### src/hw/rtl/dqd_pkg.sv
// package for the deque with delete by value
// widths, mode and status codes, beat structs and the cell link types
// no dependencies
package dqd_pkg;

	localparam int DEPTH      = 64;
	localparam int DATA_WIDTH = 32;
	localparam int COUNT_W    = $clog2(DEPTH + 1);

	typedef logic [DATA_WIDTH-1:0] word_t;
	typedef logic [COUNT_W-1:0]    count_t;

	localparam logic [2:0] MODE_PUSH_BACK  = 3'd0;
	localparam logic [2:0] MODE_POP_BACK   = 3'd1;
	localparam logic [2:0] MODE_PUSH_FRONT = 3'd2;
	localparam logic [2:0] MODE_POP_FRONT  = 3'd3;
	localparam logic [2:0] MODE_DELETE     = 3'd4;

	localparam logic [1:0] ST_OK       = 2'd0;
	localparam logic [1:0] ST_EMPTY    = 2'd1;
	localparam logic [1:0] ST_FULL     = 2'd2;
	localparam logic [1:0] ST_NOTFOUND = 2'd3;

	typedef struct packed {
		logic [2:0]         mode;
		logic signed [31:0] value;
	} req_t;

	typedef struct packed {
		logic signed [31:0] value_out;
		logic [1:0]         status;
		logic [6:0]         entry_count;
	} rsp_t;

	typedef enum logic [2:0] {
		OP_HOLD,
		OP_PUSH_FRONT,
		OP_POP_FRONT,
		OP_PUSH_BACK,
		OP_POP_BACK,
		OP_COMPARE,
		OP_WALK,
		OP_COMPACT
	} cell_op_t;

	typedef struct packed {
		cell_op_t op;
		word_t    value;
	} cell_cmd_t;

	typedef struct packed {
		logic  valid;
		word_t data;
		logic  seen;
	} link_t;

endpackage

### src/hw/rtl/dqd_cell.sv
// one storage cell of the deque chain
// holds one entry, a match flag and the delete prefix flag; depends on dqd_pkg
module dqd_cell import dqd_pkg::*; (
	input  logic      clk,
	input  logic      arst_n,
	input  cell_cmd_t cmd,
	input  link_t     prev,
	input  link_t     next,
	output link_t     own,
	output logic      match,
	output word_t     tail_word
);

	logic  valid_q;
	logic  seen_q;
	logic  match_q;
	word_t data_q;

	always_ff @(posedge clk or negedge arst_n) begin
		if (!arst_n) begin
			valid_q <= 1'b0;
			seen_q  <= 1'b0;
			match_q <= 1'b0;
		end else begin
			case (cmd.op)
				OP_PUSH_FRONT: valid_q <= prev.valid;
				OP_POP_FRONT:  valid_q <= next.valid;
				OP_PUSH_BACK:  valid_q <= valid_q | prev.valid;
				OP_POP_BACK:   valid_q <= valid_q & next.valid;
				OP_COMPARE: begin
					match_q <= valid_q && (data_q == cmd.value);
					seen_q  <= 1'b0;
				end
				OP_WALK:       seen_q <= prev.seen | match_q;
				OP_COMPACT: begin
					if (seen_q) begin
						valid_q <= next.valid;
					end
				end
				default: ;
			endcase
		end
	end

	always_ff @(posedge clk) begin
		case (cmd.op)
			OP_PUSH_FRONT: data_q <= prev.data;
			OP_POP_FRONT:  data_q <= next.data;
			OP_PUSH_BACK: begin
				if (!valid_q && prev.valid) begin
					data_q <= cmd.value;
				end
			end
			OP_COMPACT: begin
				if (seen_q) begin
					data_q <= next.data;
				end
			end
			default: ;
		endcase
	end

	assign own.valid = valid_q;
	assign own.data  = data_q;
	assign own.seen  = seen_q;
	assign match     = match_q;
	assign tail_word = (valid_q && !next.valid) ? data_q : '0;

endmodule

### config.mk
export PLATFORM = sky130hd
export DESIGN_NAME = dqd_cell
export DESIGN_NICKNAME = d
export VERILOG_FILES = /design/src/hw/rtl/dqd_pkg.sv /design/src/hw/rtl/dqd_cell.sv
export SDC_FILE = /design/constraint.sdc
export NUM_CORES = 1
export LEC_CHECK = 0
export BUFFER_PORTS_ARGS = -buffer_cell sky130_fd_sc_hd__buf_2
export CORE_MARGIN = 3
export CORE_UTILIZATION = 45
export DETAILED_ROUTE_END_ITERATION = 7
export GPL_TIMING_DRIVEN = 0
export PLACE_DENSITY_LB_ADDON = 0.15
export SLEW_MARGIN = 0
export SYNTH_ARGS = -nofsm -noshare
export SYNTH_HDL_FRONTEND = slang
export SYNTH_SLANG_ARGS = --single-unit
### constraint.sdc
create_clock -name clk -period 2.36 [get_ports clk]
set_clock_uncertainty 0.05 [all_clocks]
set_input_delay 0.59 -clock clk [delete_from_list [all_inputs] [get_ports clk]]
set_output_delay 0.59 -clock clk [all_outputs]
set_load 0.01 [all_outputs]
==> results of run 1 <==
==> power by group through the flow <==
stage	logic, mW	clock network (mW)	registers, mW
floorplan	0.357	0	0.824
global placement	0.665	0	0.809
detailed placement	0.677	0	0.813
CTS	0.685	0.433	0.799
global route	0.751	0.467	0.807
finish	0.695	0.436	0.800
==> sequential cells by signal, indices dropped and copies added, names as in the netlist <==
| signal | cells |
|---|---|
| valid_q | 1 |
| data_q | 32 |
| match | 1 |
| seen_q | 1 |
==> cells in the final DEF (no fill, tap or decap), types with 6 or more instances in the layout <==
cell,netlist,layout
edfxtp_1,32,32
and2_1,32,32
nand3b_1,23,23
nand2_1,6,6
xor2_1,31,31
o21ai_0,26,26
o22ai_1,41,41
buf_2,9,178
clkbuf_1,9,9
a21oi_1,33,33
buf_4,7,7
mux2_2,32,32
nor4_1,8,8
==> area by class of cell <==
cell class / count / area (sq um) / area share
buffer: 30 / 171.4 / 0.04232
clock buffer: 8 / 80.08 / 0.01977
timing repair buffer: 169 / 845.8 / 0.2088
tap: 77 / 96.34 / 0.02379
inverter: 2 / 7.507 / 0.001854
multi-input combinational: 254 / 1813 / 0.4476
sequential: 35 / 1036 / 0.2558
==> metrics by stage <==
| step | util | worst slack, ns | instance area [sq um] |
|---|---|---|---|
| final | 0.6306 | 0.1290 | 4050 |
| after global routing | 0.6306 | 0.06528 | 4050 |
| after CTS | 0.6295 | 0.02200 | 4043 |
| after detailed placement | 0.6145 | -0.2948 | 3946 |
| after global placement | 0.6145 | -0.2822 | 3946 |
| after floorplan | - | 0.2505 | 3004 |
==> routing by layer <==
layer  track usage  part of all wire  wire length [microns]  up-vias
li1              -                 -                      -     1565
met1        0.3819              0.43                   4748     1619
met2        0.4493              0.47                   5265      188
met3       0.05927             0.080                    888       22
met4       0.08926             0.023                    255        0
met5             0                 0                      0        -
==> cells by family (layout without fill, tap and decap cells) <==
kind of cell | Yosys count | count (layout) | share of synthesized area
XOR/XNOR | 33 | 33 | 0.09625
flip-flops | 35 | 35 | 0.3450
multiplexers | 33 | 33 | 0.1233
AND/OR/NAND/NOR | 82 | 82 | 0.1729
AO/OA/AOI/OAI | 106 | 106 | 0.2050
buffers and inverters | 32 | 209 | 0.05750
==> Yosys cell counts <==
cell type / count
clkbuf_1: 9
a32o_1: 2
nand2_1: 6
o22ai_1: 41
mux2i_1: 1
o21a_1: 1
a21oi_1: 33
nor4_1: 8
o32ai_2: 1
buf_2: 9
nand2_2: 1
nand3b_1: 23
xor2_1: 31
edfxtp_1: 32
nor2b_1: 2
mux2_2: 32
o21ai_0: 26
nand3b_2: 1
xnor2_1: 2
nand4_1: 2
buf_6: 2
buf_1: 3
buf_4: 7
dfrtp_1: 3
inv_1: 2
o31ai_2: 1
nand3_1: 4
nor2_1: 3
and2_1: 32
o211ai_1: 1
==> final timing paths <==
path	end	cells past startpoint	slack, ns	start
max in group asynchronous	match	1	2.11	arst_n
hold reg to reg	match	2	0.52	match
setup reg to reg	data_q[27]	2	0.60	valid_q
min in group clk	match	2	0.52	match
hold / removal	seen_q	1	0.04	arst_n
setup / recovery	tail_word[10]	4	0.13	valid_q
==> worst reg2reg max path, cell delays in order (launching register included) <==
cell and delay, ns:
dfrtp_1 0.46, o21ai_0 0.30, a32o_4 0.58
==> impl_metrics.toml, run 1 <==
[outcome]
status = "finished, final reports clean"

[clock_tree]
cts_setup_buffers = 0
cts-root-buf = "clkbuf_8"
clockBufferDepth = 2
cts_max_level = 2
cts_sinks = 35
cts_tree = "built"
cts_buffers = 5
cts_resized = 5
hold_buffers = 0
clkLatencyLatePin_ns = 0.29
clk_pin_slew_ns = 0.06

[power_and_ir_drop]
switching_power_mw = 0.6538
pwr-share-comb = 0.360
switching_share = 0.3386
power.internal_mw = 1.277
ir_worst_vdd_mv = 0.2811
power_mw = 1.931
seqPwrFrac = 0.414
power_frac_clock = 0.226
power.density_mw_per_mm2 = 476.7
leakage_nw = 1.794

[worst_setup_path]
criticalPathCategory = "flip-flop to output port"
crit_required_ns = 1.72
cp-start-kind = "flip-flop"
path_buf_inv = 2
path_cells = "nor2b_4 -> clkbuf_2 -> and2_1 -> buf_2"
crit_fanout = 10
cp-end-kind = "output port"
worstPathArrival_ns = 1.59
worst_path_largest_cell_delay_ns = 0.47
cp_top_family = "flip-flops"
worst_path_max_delay_cell = "dfrtp_1"

[route]
post_drt_via_cell_ratio = 5.903
drcViolationCount = 0
wl_per_cell_microns = 19.40
vias = 3394
first_pass_iters = 4
drtIter0Drc = 216
ant_nets = 0
routed_wl_microns = 11160

[final_layout]
antenna_cells = 0
drive_gt1_frac = 0.4679
nFillCells = 584
nNetsFinal = 602
final_cells = 575
area_growth_pct = 34.87

[timing]
finalCriticalPeriod_ns = 2.231
finalMaxSlewViolations = 0
rsz0062_at_grt = "no"
setup_viol = 0
hold_viol = 0
max_freq_ghz = 0.4482
worstMarginPinSlew_ns = 0.5884
slew_headroom = 0.6077
hold_slack_ns = 0.04174
finalCritPeriodShare = 0.9453
setup_tns_ns = 0

[synthesis]
syn_area_per_cell_sq_um = 9.355
synth_area_leaders = "edfxtp_1, mux2_2, xor2_1"
syn-instance-count = 321
ys.warnings.count = 0
ys_ff_latch = 35
seq_area_frac_synth = 0.3450
netlist_area_sq_mm = 0.003003
ys_types = 30
synth_top_area_frac = 0.3200
synth_nets = 426
yosysTopAreaCell = "edfxtp_1"

[global_routing]
antenna_found_initial = 0
grt_usage = 0.2813
grt_pass1_wl_microns = 16500
grt_max_degree = 33
grt_pass1_vias = 3193
grt_overflow = 0

[floorplanning]
die_w_microns = 87.69
start_util = 0.4676
rows = 29
ioPinCount = 172
dieArea_sq_mm = 0.007690
dieHeight_microns = 87.69
coreArea_sq_mm = 0.006422

[worst_hold_path]
hold_path_class = "input pin to async pin"

[placement]
gp_routability_congestion = 0.8586
numPortBuffers = 169
post-dp-hpwl_microns = 8302
dp.cells = 567

[flow_run]
maxCapViolCount = 0
No activity file was read; power rests on OpenSTA's default activity.
==> run 2, diff against run 1 <==
Settings changed: BUFFER_PORTS_ARGS -buffer_cell sky130_fd_sc_hd__buf_2 to not set, CORE_UTILIZATION 45 to 47, DONT_BUFFER_PORTS set to 1.
Clock period 2.36 ns to 1.8 ns, I/O delays scaled along.
==> run 2 against run 1 <==
Net effect:
- cell area is 19% lower
- setup slack worse by 0.095 ns
- die area is 4.0% lower
- routed wire length is 6.1% lower
- global-route usage is 0.75 points lower
- non-clock buffer count is 167 lower
- register-to-register slack worse by 0.49 ns
- via count is 20% lower
- critical endpoint is now tail_word[1]
- largest power group unchanged
- highest routed layer unchanged
==> impl_metrics.toml, run 2 (synthesized netlist as in run 1, its figures left out) <==
[placement]
postPlaceCellArea_sq_mm = 0.003108
dp.cells = 396
gp_routability_congestion = 0.8325
numPortBuffers = 0
post-dp-hpwl_microns = 7739
post-place-ws_ns = -0.3366

[clock_tree]
cts_buffers = 5
cts_max_level = 2
cts_sinks = 35
clkLatencyLatePin_ns = 0.28
clk_pin_slew_ns = 0.07
cts-root-buf = "clkbuf_8"
clockBufferDepth = 2
cts_tree = "built"

[final_layout]
final_area_sq_mm = 0.003269
drive_gt1_frac = 0.2048
final_common_cell = "o22ai_1"
largest_register_ffs = 32
antenna_cells = 0
area_growth_pct = 8.875
final_cell_mix = "o22ai_1, a21oi_1, mux2_2, and2_1, edfxtp_1"
regMostFlops = "data_q"
final_cells = 407
nNetsFinal = 436

[power_and_ir_drop]
ir_worst_vdd_mv = 0.3352
switching_power_mw = 0.7657
power.internal_mw = 1.538
switching_share = 0.3325
seqPwrFrac = 0.468
pwr-share-comb = 0.288
power.density_mw_per_mm2 = 704.5
leakage_nw = 1.113
power_frac_clock = 0.244

[timing]
slew_headroom = 0.5752
max_freq_ghz = 0.5663
finalCritPeriodShare = 0.9810
rsz0062_at_grt = "yes"
finalMaxSlewViolations = 0
finalCriticalPeriod_ns = 1.766
hold_viol = 0
worstMarginPinSlew_ns = 0.6372
final_critical_path_setup_slack_ns = 0.03427
setup_viol = 0

[worst_setup_path]
cp-start-kind = "flip-flop"
critPathLaunch = "valid_q"
crit_required_ns = 1.30
crit_fanout = 10
regToRegSetupSlack_ns = 0.11
r2r_cells = 3
criticalPathCategory = "flip-flop to output port"
worstPathArrival_ns = 1.27
rr_startpoint = "valid_q"
reg2reg_to = "data_q[24]"
cp-end-kind = "output port"

[route]
routed_wl_microns = 10470
first_pass_iters = 4
wl_per_cell_microns = 25.73
drcViolationCount = 0
post_drt_via_cell_ratio = 6.678
vias = 2718
drtIter0Drc = 216
ant_nets = 0

[global_routing]
grt_usage = 0.2738
grt_max_degree = 17
grt_pass1_wl_microns = 15350
antenna_found_initial = 0
grt_overflow = 0
grt_pass1_vias = 2737

[outcome]
status = "finished, final reports clean"

[floorplanning]
start_util = 0.4955
coreArea_sq_mm = 0.006061
rows = 28
dieArea_sq_mm = 0.007384
die_w_microns = 85.93
dieHeight_microns = 85.93
ioPinCount = 172

[worst_hold_path]
hold_path_class = "input pin to flip-flop"
worstHoldEndpoint = "match"
hold_start = "cmd[34]"
worstHoldPathCells = 3

[flow_run]
maxCapViolCount = 0
-- run 2: changes by cell type in the layout (fill, tap and decap cells not counted), sizes merged --
cell	change
clkbuf	-3
buf	-167
clkinv	+2
a32o	+1
dlygate4sd3	+1
-- run 2: worst max path at each step --
| stage | to | slack (ns) | cells after the start |
|---|---|---|---|
| floorplan | data_q[0] | 0.02 | 5 |
| global placement | data_q[12] | -0.35 | 5 |
| detailed placement | tail_word[6] | -0.34 | 3 |
| CTS | data_q[24] | 0.006 | 5 |
| global route | tail_word[3] | -0.03 | 3 |
| finish | tail_word[1] | 0.03 | 3 |
-- run 2: power by group through the flow --
stage               clock (mW)  combinational [mW]  sequential, mW
finish                   0.562               0.664            1.08
global route             0.606               0.720            1.09
CTS                      0.567               0.667            1.08
detailed placement           0               0.612            1.10
global placement             0               0.606            1.10
floorplan                    0               0.472            1.08
-- run 2: cell type report --
cell class	count	area (sq um)
plain buffers	29	191.4
clock buffers	6	72.57
clock inverters	2	7.507
fillers	559	2791
inverters	2	7.507
multi-input cells	255	1834
flip-flops and latches	35	1037
well taps	75	93.84
repair buffers	3	25.02
-- run 2: layer usage --
layer	GRT usage	share of wire	vias up	wire, microns
met5	0	0	-	0
met2	0.4394	0.49	182	5096
met4	0.06043	0.0094	0	98
li1	-	-	1237	-
met3	0.07685	0.11	6	1174
met1	0.3675	0.39	1293	4103
-- run 2: repair_timing --
item,4_1_cts,5_1_grt
buffers inserted,2,0
gates cloned,1,0
hold endpoints to repair,3,0
pin swaps,0,0
resized for setup,15,0
hold buffers,1,0
setup endpoints to repair,64,62
-- run 2: critical path, stage by stage, from the launching register on --
cell	delay [ns]
dfrtp_2	0.36
nor2b_4	0.22
clkbuf_8	0.21
and2_1	0.19
-- run 2: through the flow --
stage | hold slack (ns) | setup TNS, ns | total power, mW | util
CTS | 0.3489 | 0 | 2.314 | 0.5401
finish | 0.3657 | 0 | 2.303 | 0.5394
floorplan | 0.1044 | 0 | 1.551 | -
global route | 0.3645 | -0.4522 | 2.413 | 0.5394
global placement | 0.1045 | -18.79 | 1.706 | 0.5128
detailed placement | 0.1045 | -19.73 | 1.716 | 0.5128
